### src/design/rss_pkg.sv
// ----------------------------------------------------------------------------
// rss_pkg
// shared types and constants for the reservation station scheduler
// ----------------------------------------------------------------------------
package rss_pkg;

    // default pool size
    localparam int DEF_NUM_STATIONS = 8;

    // fixed field widths
    localparam int MASK_W     = 8;
    localparam int STA_W      = 3;
    localparam int UNITS_W    = 4;
    localparam int CFG_IDX_W  = 1;
    localparam int CFG_DATA_W = 4;

    // register indexes
    localparam logic [CFG_IDX_W-1:0] CFG_IN_ORDER   = 1'd0;
    localparam logic [CFG_IDX_W-1:0] CFG_EXEC_UNITS = 1'd1;

    // operation codes
    localparam logic OP_ISSUE = 1'b0;
    localparam logic OP_TICK  = 1'b1;

    // datapath operations
    typedef enum logic [2:0] {
        DP_NOP,
        DP_LOAD,
        DP_ISSUE,
        DP_RETIRE,
        DP_WBACK,
        DP_DISPATCH,
        DP_EMIT
    } dp_op_t;

    typedef struct packed {
        dp_op_t op;
    } dp_cmd_t;

    typedef struct packed {
        logic walk_end;
        logic is_tick;
    } dp_status_t;

endpackage

### src/design/rss_ctrl.sv
// ----------------------------------------------------------------------------
// rss_ctrl
// sequencer: picks the datapath operation for each cycle of a word
// ----------------------------------------------------------------------------
module rss_ctrl
    import rss_pkg::*;
(
    input  logic       clk,
    input  logic       rst_n,
    input  logic       start,
    output logic       busy,
    output dp_cmd_t    cmd,
    input  dp_status_t status
);

    typedef enum logic [2:0] {
        S_IDLE,
        S_SELECT,
        S_ISSUE,
        S_RETIRE,
        S_WBACK,
        S_DISPATCH,
        S_EMIT
    } state_t;

    state_t state_reg;
    state_t state_next;

    always_comb
    begin
        state_next = state_reg;
        cmd.op     = DP_NOP;
        case (state_reg)
            S_IDLE:
            begin
                if (start)
                begin
                    cmd.op     = DP_LOAD;
                    state_next = S_SELECT;
                end
            end
            S_SELECT:
            begin
                state_next = status.is_tick ? S_RETIRE : S_ISSUE;
            end
            S_ISSUE:
            begin
                cmd.op     = DP_ISSUE;
                state_next = S_EMIT;
            end
            S_RETIRE:
            begin
                cmd.op = DP_RETIRE;
                if (status.walk_end)
                    state_next = S_WBACK;
            end
            S_WBACK:
            begin
                cmd.op = DP_WBACK;
                if (status.walk_end)
                    state_next = S_DISPATCH;
            end
            S_DISPATCH:
            begin
                cmd.op = DP_DISPATCH;
                if (status.walk_end)
                    state_next = S_EMIT;
            end
            S_EMIT:
            begin
                cmd.op     = DP_EMIT;
                state_next = S_IDLE;
            end
            default:
            begin
                state_next = S_IDLE;
            end
        endcase
    end

    always_ff @(posedge clk or negedge rst_n)
    begin
        if (!rst_n)
            state_reg <= S_IDLE;
        else
            state_reg <= state_next;
    end

    assign busy = (state_reg != S_IDLE);

endmodule

### src/design/rss_datapath.sv
// ----------------------------------------------------------------------------
// rss_datapath
// station lists, counts, list walker and result registers
// ----------------------------------------------------------------------------
module rss_datapath
    import rss_pkg::*;
#(
    parameter int NUM_STATIONS = DEF_NUM_STATIONS
)
(
    input  logic                  clk,
    input  logic                  rst_n,
    input  dp_cmd_t               cmd,
    output dp_status_t            status,
    input  logic                  cfg_write,
    input  logic [CFG_IDX_W-1:0]  cfg_index,
    input  logic [CFG_DATA_W-1:0] cfg_data,
    input  logic                  operation,
    input  logic [MASK_W-1:0]     ready_mask,
    input  logic [MASK_W-1:0]     exec_done_mask,
    input  logic [MASK_W-1:0]     write_done_mask,
    output logic                  done,
    output logic                  issue_accepted,
    output logic [STA_W-1:0]      issue_station,
    output logic [MASK_W-1:0]     retired_mask,
    output logic [MASK_W-1:0]     start_write_mask,
    output logic [MASK_W-1:0]     start_exec_mask,
    output logic                  unit_idle
);

    localparam int IDX_W = (NUM_STATIONS > 1) ? $clog2(NUM_STATIONS) : 1;
    localparam int CNT_W = $clog2(NUM_STATIONS + 1);
    localparam int SUM_W = (CNT_W + 1 > UNITS_W) ? CNT_W + 1 : UNITS_W;
    localparam logic [SUM_W-1:0] N_SUM    = SUM_W'(NUM_STATIONS);
    localparam logic [IDX_W-1:0] LAST_IDX = IDX_W'(NUM_STATIONS - 1);

    // configuration
    logic               in_order_reg;
    logic [UNITS_W-1:0] units_reg;

    // latched word
    logic              op_reg;
    logic [MASK_W-1:0] ready_reg;
    logic [MASK_W-1:0] xdone_reg;
    logic [MASK_W-1:0] wdone_reg;

    // lists, idle is a circular queue
    logic [IDX_W-1:0] idle_list_reg   [NUM_STATIONS];
    logic [IDX_W-1:0] issued_list_reg [NUM_STATIONS];
    logic [IDX_W-1:0] exec_list_reg   [NUM_STATIONS];
    logic [IDX_W-1:0] write_list_reg  [NUM_STATIONS];
    logic [IDX_W-1:0] idle_head_reg;
    logic [CNT_W-1:0] idle_cnt_reg;
    logic [CNT_W-1:0] issued_cnt_reg;
    logic [CNT_W-1:0] exec_cnt_reg;
    logic [CNT_W-1:0] write_cnt_reg;

    // walker
    logic [CNT_W-1:0] walk_i_reg;
    logic [CNT_W-1:0] walk_k_reg;
    logic             stop_reg;

    // result
    logic              done_reg;
    logic              acc_reg;
    logic [STA_W-1:0]  st_reg;
    logic [MASK_W-1:0] ret_reg;
    logic [MASK_W-1:0] sw_reg;
    logic [MASK_W-1:0] sx_reg;
    logic              unit_idle_reg;

    logic [IDX_W-1:0]  cur_s;
    logic [CNT_W-1:0]  cur_n;
    logic [STA_W-1:0]  s_low;
    logic              in_mask;
    logic [MASK_W-1:0] s_bit;
    logic              units_free;
    logic              take;
    logic              walk_end;
    logic              walking;
    logic [SUM_W-1:0]  tail_sum;
    logic [IDX_W-1:0]  idle_tail;
    logic [IDX_W-1:0]  rd_idx;
    logic [IDX_W-1:0]  wr_idx;
    logic              have_idle;

    assign rd_idx = walk_i_reg[IDX_W-1:0];
    assign wr_idx = walk_k_reg[IDX_W-1:0];

    always_comb
    begin
        case (cmd.op)
            DP_RETIRE:
            begin
                cur_s = write_list_reg[rd_idx];
                cur_n = write_cnt_reg;
            end
            DP_WBACK:
            begin
                cur_s = exec_list_reg[rd_idx];
                cur_n = exec_cnt_reg;
            end
            default:
            begin
                cur_s = issued_list_reg[rd_idx];
                cur_n = issued_cnt_reg;
            end
        endcase
    end

    // stations past the mask width never match and never show
    assign s_low   = STA_W'(cur_s);
    assign in_mask = (SUM_W'(cur_s) < SUM_W'(MASK_W));
    assign s_bit   = in_mask ? (MASK_W'(1) << s_low) : '0;

    assign units_free = (SUM_W'(exec_cnt_reg) + SUM_W'(write_cnt_reg)) < SUM_W'(units_reg);

    always_comb
    begin
        case (cmd.op)
            DP_RETIRE:   take = |(wdone_reg & s_bit);
            DP_WBACK:    take = !stop_reg && |(xdone_reg & s_bit);
            DP_DISPATCH: take = !stop_reg && |(ready_reg & s_bit) && units_free;
            default:     take = 1'b0;
        endcase
    end

    assign walking  = (cmd.op == DP_RETIRE) || (cmd.op == DP_WBACK) ||
                      (cmd.op == DP_DISPATCH);
    assign walk_end = (walk_i_reg == cur_n);

    assign tail_sum  = SUM_W'(idle_head_reg) + SUM_W'(idle_cnt_reg);
    assign idle_tail = IDX_W'((tail_sum >= N_SUM) ? tail_sum - N_SUM : tail_sum);
    assign have_idle = (idle_cnt_reg != '0);

    // list contents without reset, except the idle queue
    always_ff @(posedge clk)
    begin
        case (cmd.op)
            DP_ISSUE:
            begin
                if (have_idle)
                    issued_list_reg[issued_cnt_reg[IDX_W-1:0]] <= idle_list_reg[idle_head_reg];
            end
            DP_RETIRE:
            begin
                if (!walk_end && !take)
                    write_list_reg[wr_idx] <= cur_s;
            end
            DP_WBACK:
            begin
                if (!walk_end)
                begin
                    if (take)
                        write_list_reg[write_cnt_reg[IDX_W-1:0]] <= cur_s;
                    else
                        exec_list_reg[wr_idx] <= cur_s;
                end
            end
            DP_DISPATCH:
            begin
                if (!walk_end)
                begin
                    if (take)
                        exec_list_reg[exec_cnt_reg[IDX_W-1:0]] <= cur_s;
                    else
                        issued_list_reg[wr_idx] <= cur_s;
                end
            end
            default:
            begin
            end
        endcase
    end

    always_ff @(posedge clk or negedge rst_n)
    begin
        if (!rst_n)
        begin
            for (int j = 0; j < NUM_STATIONS; j++)
                idle_list_reg[j] <= IDX_W'(j);
        end
        else if (cmd.op == DP_RETIRE && !walk_end && take)
        begin
            idle_list_reg[idle_tail] <= cur_s;
        end
    end

    // word latch
    always_ff @(posedge clk)
    begin
        if (cmd.op == DP_LOAD)
        begin
            op_reg    <= operation;
            ready_reg <= ready_mask;
            xdone_reg <= exec_done_mask;
            wdone_reg <= write_done_mask;
        end
    end

    always_ff @(posedge clk or negedge rst_n)
    begin
        if (!rst_n)
        begin
            in_order_reg   <= 1'b0;
            units_reg      <= UNITS_W'(1);
            idle_head_reg  <= '0;
            idle_cnt_reg   <= CNT_W'(NUM_STATIONS);
            issued_cnt_reg <= '0;
            exec_cnt_reg   <= '0;
            write_cnt_reg  <= '0;
            walk_i_reg     <= '0;
            walk_k_reg     <= '0;
            stop_reg       <= 1'b0;
            done_reg       <= 1'b0;
            acc_reg        <= 1'b0;
            st_reg         <= '0;
            ret_reg        <= '0;
            sw_reg         <= '0;
            sx_reg         <= '0;
            unit_idle_reg  <= 1'b1;
        end
        else
        begin
            done_reg <= (cmd.op == DP_EMIT);

            if (cfg_write)
            begin
                case (cfg_index)
                    CFG_IN_ORDER:   in_order_reg <= cfg_data[0];
                    CFG_EXEC_UNITS: units_reg    <= UNITS_W'(cfg_data);
                    default:
                    begin
                    end
                endcase
            end

            case (cmd.op)
                DP_LOAD:
                begin
                    acc_reg    <= 1'b0;
                    st_reg     <= '0;
                    ret_reg    <= '0;
                    sw_reg     <= '0;
                    sx_reg     <= '0;
                    walk_i_reg <= '0;
                    walk_k_reg <= '0;
                    stop_reg   <= 1'b0;
                end
                DP_ISSUE:
                begin
                    if (have_idle)
                    begin
                        acc_reg        <= 1'b1;
                        st_reg         <= STA_W'(idle_list_reg[idle_head_reg]);
                        idle_head_reg  <= (idle_head_reg == LAST_IDX) ? '0 :
                                          idle_head_reg + IDX_W'(1);
                        idle_cnt_reg   <= idle_cnt_reg - CNT_W'(1);
                        issued_cnt_reg <= issued_cnt_reg + CNT_W'(1);
                    end
                end
                DP_EMIT:
                begin
                    unit_idle_reg <= (issued_cnt_reg == '0) && (exec_cnt_reg == '0) &&
                                     (write_cnt_reg == '0);
                end
                default:
                begin
                end
            endcase

            if (walking)
            begin
                if (walk_end)
                begin
                    // close the step: survivors form the new list
                    case (cmd.op)
                        DP_RETIRE: write_cnt_reg  <= walk_k_reg;
                        DP_WBACK:  exec_cnt_reg   <= walk_k_reg;
                        default:   issued_cnt_reg <= walk_k_reg;
                    endcase
                    walk_i_reg <= '0;
                    walk_k_reg <= '0;
                    stop_reg   <= 1'b0;
                end
                else
                begin
                    walk_i_reg <= walk_i_reg + CNT_W'(1);
                    if (take)
                    begin
                        case (cmd.op)
                            DP_RETIRE:
                            begin
                                idle_cnt_reg <= idle_cnt_reg + CNT_W'(1);
                                ret_reg      <= ret_reg | s_bit;
                            end
                            DP_WBACK:
                            begin
                                write_cnt_reg <= write_cnt_reg + CNT_W'(1);
                                sw_reg        <= sw_reg | s_bit;
                            end
                            default:
                            begin
                                exec_cnt_reg <= exec_cnt_reg + CNT_W'(1);
                                sx_reg       <= sx_reg | s_bit;
                            end
                        endcase
                    end
                    else
                    begin
                        walk_k_reg <= walk_k_reg + CNT_W'(1);
                        if (cmd.op != DP_RETIRE && in_order_reg)
                            stop_reg <= 1'b1;
                    end
                end
            end
        end
    end

    assign status.walk_end = walk_end;
    assign status.is_tick  = (op_reg == OP_TICK);

    assign done             = done_reg;
    assign issue_accepted   = acc_reg;
    assign issue_station    = st_reg;
    assign retired_mask     = ret_reg;
    assign start_write_mask = sw_reg;
    assign start_exec_mask  = sx_reg;
    assign unit_idle        = unit_idle_reg;

    // the four list counts add up to the pool size whenever no walk is running
    assert property (@(posedge clk) disable iff (!rst_n)
        !walking |-> ((32'(idle_cnt_reg) + 32'(issued_cnt_reg) + 32'(exec_cnt_reg) +
                       32'(write_cnt_reg)) == NUM_STATIONS))
        else $error("station counts do not add up to the pool size");

    // a result strobe lasts one cycle
    assert property (@(posedge clk) disable iff (!rst_n)
        done_reg |=> !done_reg)
        else $error("result strobe held longer than one cycle");

    // an issue word never reports moves
    assert property (@(posedge clk) disable iff (!rst_n)
        (done_reg && acc_reg) |-> (ret_reg == '0 && sw_reg == '0 && sx_reg == '0))
        else $error("accepted issue carries move masks");

    // the walker never runs past the list it walks
    assert property (@(posedge clk) disable iff (!rst_n)
        walking |-> (walk_k_reg <= walk_i_reg && walk_i_reg <= cur_n))
        else $error("list walker out of range");

endmodule

### src/design/reservation_station_scheduler_core.sv
// ----------------------------------------------------------------------------
// reservation_station_scheduler_core
// issue queue scheduler over a pool of reservation stations
// ----------------------------------------------------------------------------
// A word is taken on a clock edge with start high and busy low. For an issue
// word, the sequencer passes through its select, issue and emit states, and
// done is registered from the emit step. A tick word walks the writing,
// executing and issued lists one station per cycle, each step closed once the
// walk reaches the end of its list, and then emits. The list walker reads a
// single list entry per cycle. The result shows for one cycle with done high;
// the receiver cannot hold it off. busy drops in the cycle done is high, so
// the next word may be taken at the edge that ends it. Configuration writes
// are taken on any edge with cfg_write high and are meant for idle periods
// only.
// ----------------------------------------------------------------------------
module reservation_station_scheduler_core
    import rss_pkg::*;
#(
    parameter int NUM_STATIONS = DEF_NUM_STATIONS
)
(
    input  logic                  clk,
    input  logic                  rst_n,
    // configuration write port
    input  logic                  cfg_write,
    input  logic [CFG_IDX_W-1:0]  cfg_index,
    input  logic [CFG_DATA_W-1:0] cfg_data,
    // command side
    input  logic                  start,
    output logic                  busy,
    input  logic                  operation,
    input  logic [MASK_W-1:0]     ready_mask,
    input  logic [MASK_W-1:0]     exec_done_mask,
    input  logic [MASK_W-1:0]     write_done_mask,
    // result side
    output logic                  done,
    output logic                  issue_accepted,
    output logic [STA_W-1:0]      issue_station,
    output logic [MASK_W-1:0]     retired_mask,
    output logic [MASK_W-1:0]     start_write_mask,
    output logic [MASK_W-1:0]     start_exec_mask,
    output logic                  unit_idle
);

    // controller to datapath: one operation code per cycle
    dp_cmd_t    cmd;
    // datapath to controller: end of list walk, kind of word held
    dp_status_t status;

    // sequencer walks issue or the three tick steps in order
    rss_ctrl u_ctrl (
        .clk    (clk),
        .rst_n  (rst_n),
        .start  (start),
        .busy   (busy),
        .cmd    (cmd),
        .status (status)
    );

    // lists, counts, configuration and result registers
    rss_datapath #(
        .NUM_STATIONS (NUM_STATIONS)
    ) u_datapath (
        .clk              (clk),
        .rst_n            (rst_n),
        .cmd              (cmd),
        .status           (status),
        .cfg_write        (cfg_write),
        .cfg_index        (cfg_index),
        .cfg_data         (cfg_data),
        .operation        (operation),
        .ready_mask       (ready_mask),
        .exec_done_mask   (exec_done_mask),
        .write_done_mask  (write_done_mask),
        .done             (done),
        .issue_accepted   (issue_accepted),
        .issue_station    (issue_station),
        .retired_mask     (retired_mask),
        .start_write_mask (start_write_mask),
        .start_exec_mask  (start_exec_mask),
        .unit_idle        (unit_idle)
    );

endmodule
### config.mk
export PLATFORM = sky130hd
export DESIGN_NAME = reservation_station_scheduler_core
export DESIGN_NICKNAME = d
export VERILOG_FILES = /design/src/design/rss_pkg.sv /design/src/design/rss_ctrl.sv /design/src/design/rss_datapath.sv /design/src/design/reservation_station_scheduler_core.sv
export SDC_FILE = /design/constraint.sdc
export NUM_CORES = 1
export LEC_CHECK = 0
export BUFFER_PORTS_ARGS = -buffer_cell sky130_fd_sc_hd__clkbuf_2
export CAP_MARGIN = 20
export CORE_MARGIN = 3
export CORE_UTILIZATION = 50
export CTS_CLUSTER_DIAMETER = 100
export DETAILED_ROUTE_END_ITERATION = 8
export PLACE_DENSITY = 0.75
export SETUP_SLACK_MARGIN = 0.5
export SKIP_LAST_GASP = 1
export SYNTH_ARGS = -nofsm -noshare
export SYNTH_HDL_FRONTEND = slang
export SYNTH_SLANG_ARGS = --single-unit
### constraint.sdc
create_clock -name clk -period 3.66 [get_ports clk]
set_input_delay 0.183 -clock clk [delete_from_list [all_inputs] [get_ports clk]]
set_output_delay 0.183 -clock clk [all_outputs]
set_load 0.02 [all_outputs]
==> results.sh <==
export IMPL_ys_ff_latch=187
export IMPL_rows=48
export IMPL_antenna_found_initial=0
export IMPL_cts_buffers_inserted=17
export IMPL_rsz0062_at_grt="true"
export IMPL_cts_buffer_depth=2
export IMPL_clkTransAtPathRegs_ns=0.07
export IMPL_die_height_um=140
export IMPL_p_sw_uw=5710
export IMPL_fin_cells=1160
export IMPL_slowest_stage="or4_4"
export IMPL_arrival_ns=4.22
export IMPL_dp_cells=1051
export IMPL_viasPerCell=6.45
export IMPL_avgSynthCellArea_um2=12.4
export IMPL_diodes=0
export IMPL_cts_tree="yes"
export IMPL_tightest_slew_ns=0.853
export IMPL_synth_edf_count=97
export IMPL_worstPathRequired_ns=3.99
export IMPL_postSynthCellCount=728
export IMPL_gp_congestion=1.01
export IMPL_drc=0
export IMPL_layout_commonest_cell="edfxtp_1"
export IMPL_startpoint_type="flop"
export IMPL_ff2ff_setup_slack_ns=-0.22
export IMPL_routed_wl_um=29200
export IMPL_crit_fanout=7
export IMPL_maxCapViolations=0
export IMPL_multi_input_area_mm2=0.00441
export IMPL_synthToLayoutAreaGrowth_pct=37.5
export IMPL_pre_cts_ws_ns=-0.224
export IMPL_ant_nets=0
export IMPL_max_clock_freq_mhz=258
export IMPL_setup_viol=121
export IMPL_switching_share=0.445
export IMPL_nFillCells=1049
export IMPL_initial_core_util=0.514
export IMPL_maxSlewHeadroom=0.431
export IMPL_cp_end_kind="flop"
export IMPL_crit_chain="buf_6 -> mux4_2 -> mux2_4 -> nand2_2 -> o2111a_2 -> buf_6 -> nand3_4 -> a21oi_4 -> o31a_4 -> buf_4 -> buf_6 -> buf_6 -> o21ai_4 -> or4_4 -> mux2_4"
export IMPL_grt_util_met2=0.459
export IMPL_grt_pass1_wl_um=40900
export IMPL_period_share=1.06
export IMPL_drt_initial_drc_count=1022
export IMPL_coreArea_mm2=0.0175
export IMPL_violations="negative setup slack"
export IMPL_cpMostUsedCell="buf_6"
export IMPL_clockRootBuffer="clkbuf_16"
export IMPL_met3_usage=0.0587
export IMPL_fin_nets=978
export IMPL_ios=65
export IMPL_clock_power_share=0.150
export IMPL_first_pass_iters=5
export IMPL_peakVddDrop_mv=0.580
export IMPL_dieArea_mm2=0.0196
export IMPL_seq_power_share=0.273
export IMPL_timing_hold_worst_class="in2reg"
export IMPL_clock_latency_ns=0.45
export IMPL_max_stage_delay_ns=0.61
export IMPL_status="finished, violations left"
export IMPL_die_x_um=140
export IMPL_worst_slack_ns=-0.223
export IMPL_grt_max_degree=64
export IMPL_yosysWarnings=0
export IMPL_drv_slew=0
export IMPL_numClockSinks=187
export IMPL_ys_flop_type="edfxtp_1"
export IMPL_ys_seq_area_frac=0.577
export IMPL_p_int_uw=7130
export IMPL_grt_use_total=0.271
export IMPL_grt_pass1_vias=7427
export IMPL_htreeDepth=4
export IMPL_p_leak_uw=0.00510
export IMPL_drt_wirelength_per_cell_um=25.2
export IMPL_io_buffers=64
export IMPL_synth_async_reset_ratio=0.481
export IMPL_syn_nets=784
export IMPL_finalCriticalPeriod_ns=3.88
export IMPL_syn_cell_area_mm2=0.00899
export IMPL_pwr_share_comb=0.577
export IMPL_hpwl_um=17300
export IMPL_hold_viol=0
export IMPL_grt_met1_usage=0.342
export IMPL_vias=7485
export IMPL_final_seq_area_mm2=0.00519
export IMPL_final_cell_mix="edfxtp_1, buf_4, dfrtp_1"
export IMPL_drive_gt1_frac=0.444
export IMPL_p_per_area_mw_per_mm2=1040
export IMPL_path_class="reg2reg"
export IMPL_final_core_util=0.707
export IMPL_finClkSkew_ns=0.0126
export IMPL_grt_busiest_layer="met2"
export IMPL_grt_overflow=0
export IMPL_ys_types=72
critical path, delay by kind of cell (launching register included):
family	cells	cell delay, ns
AO/OA/AOI/OAI	4	0.79
buffers and inverters	5	0.63
flip-flops	1	0.46
multiplexers	3	1.12
AND/OR/NAND/NOR	3	0.76
synthesized netlist by cell type (6+ instances only):
library cell | number | area share
nand2_1 | 66 | 0.028
xnor2_1 | 9 | 0.0088
nand2b_1 | 9 | 0.0063
a21oi_1 | 40 | 0.022
mux4_2 | 17 | 0.043
a22o_1 | 6 | 0.0058
dfstp_2 | 15 | 0.044
nand3_1 | 21 | 0.012
o32ai_1 | 10 | 0.0097
nor2_1 | 61 | 0.025
a31oi_1 | 12 | 0.0083
o21ai_0 | 17 | 0.0095
nor3_1 | 25 | 0.014
edfxtp_1 | 97 | 0.32
mux2_2 | 38 | 0.048
mux2i_1 | 28 | 0.031
inv_1 | 21 | 0.0088
ha_1 | 20 | 0.028
buf_2 | 6 | 0.0033
clkbuf_1 | 29 | 0.012
dfrtp_1 | 75 | 0.21
stage by stage:
stage	total power (µW)	instance area [µm²]	TNS, ns	hold slack, ns
floorplan	6720	9200	-5.54	-0.113
global placement	8470	10200	-3.90	0.324
detailed placement	8710	10200	-15.07	0.336
CTS	11600	11800	-0.949	0.0980
global route	13300	12400	-26.94	0.115
finish	12800	12400	-14.06	0.101
cell families (layout without fill, tap and decap cells):
logic type / Yosys count / count (layout) / synth area share
adder cells (fa/ha/maj): 22 / 22 / 0.0323
buffers and inverters: 66 / 272 / 0.0313
flip-flops: 187 / 187 / 0.577
XOR/XNOR: 13 / 13 / 0.0127
AO/OA/AOI/OAI: 131 / 132 / 0.103
multiplexers: 85 / 85 / 0.125
AND/OR/NAND/NOR: 224 / 224 / 0.120
final timing paths:
| check | startpoint | endpoint | depth (start not counted) |
|---|---|---|---|
| max | u_datapath.walk_i_reg[0] | u_datapath.idle_list_reg[3] | 15 |
| min | cfg_index | u_datapath.in_order_reg | 3 |
| max reg2reg | u_datapath.walk_i_reg[0] | u_datapath.idle_list_reg[3] | 15 |
| min reg2reg | u_datapath.issue_accepted | u_datapath.issue_accepted | 2 |
| max in group asynchronous | rst_n | u_datapath.idle_list_reg[18] | 3 |
| min in group asynchronous | rst_n | u_datapath.start_exec_mask[7] | 2 |
power by group through the flow:
stage	registers, µW	logic (µW)	clock network (µW)
floorplan	3430	3290	0
global placement	3450	5020	0
detailed placement	3480	5230	0
CTS	3460	6220	1910
global route	3550	7760	2010
finish	3510	7410	1920
per-layer routing:
metal | routed length, µm | up-vias | share of wire
li1 | - | 3089 | -
met1 | 10200 | 3646 | 0.35
met2 | 14200 | 590 | 0.49
met3 | 2860 | 160 | 0.098
met4 | 1900 | 0 | 0.065
met5 | 0 | - | 0
timing repair:
item,CTS,global route
cloned,2,0
hold buffers,30,0
endpoints found under the hold margin,89,0
resized for setup,110,82
endpoints found under the setup margin,157,162
pin swaps,41,33
setup buffers,22,23
layout make-up:
class | count | share of cell area
clock buffer | 18 | 0.0364
sequential | 187 | 0.420
inverter | 22 | 0.00688
clock inverter | 14 | 0.0126
multi-input combinational | 476 | 0.357
tap | 225 | 0.0228
timing repair buffer | 218 | 0.145
No activity file was read; power rests on OpenSTA's default activity.
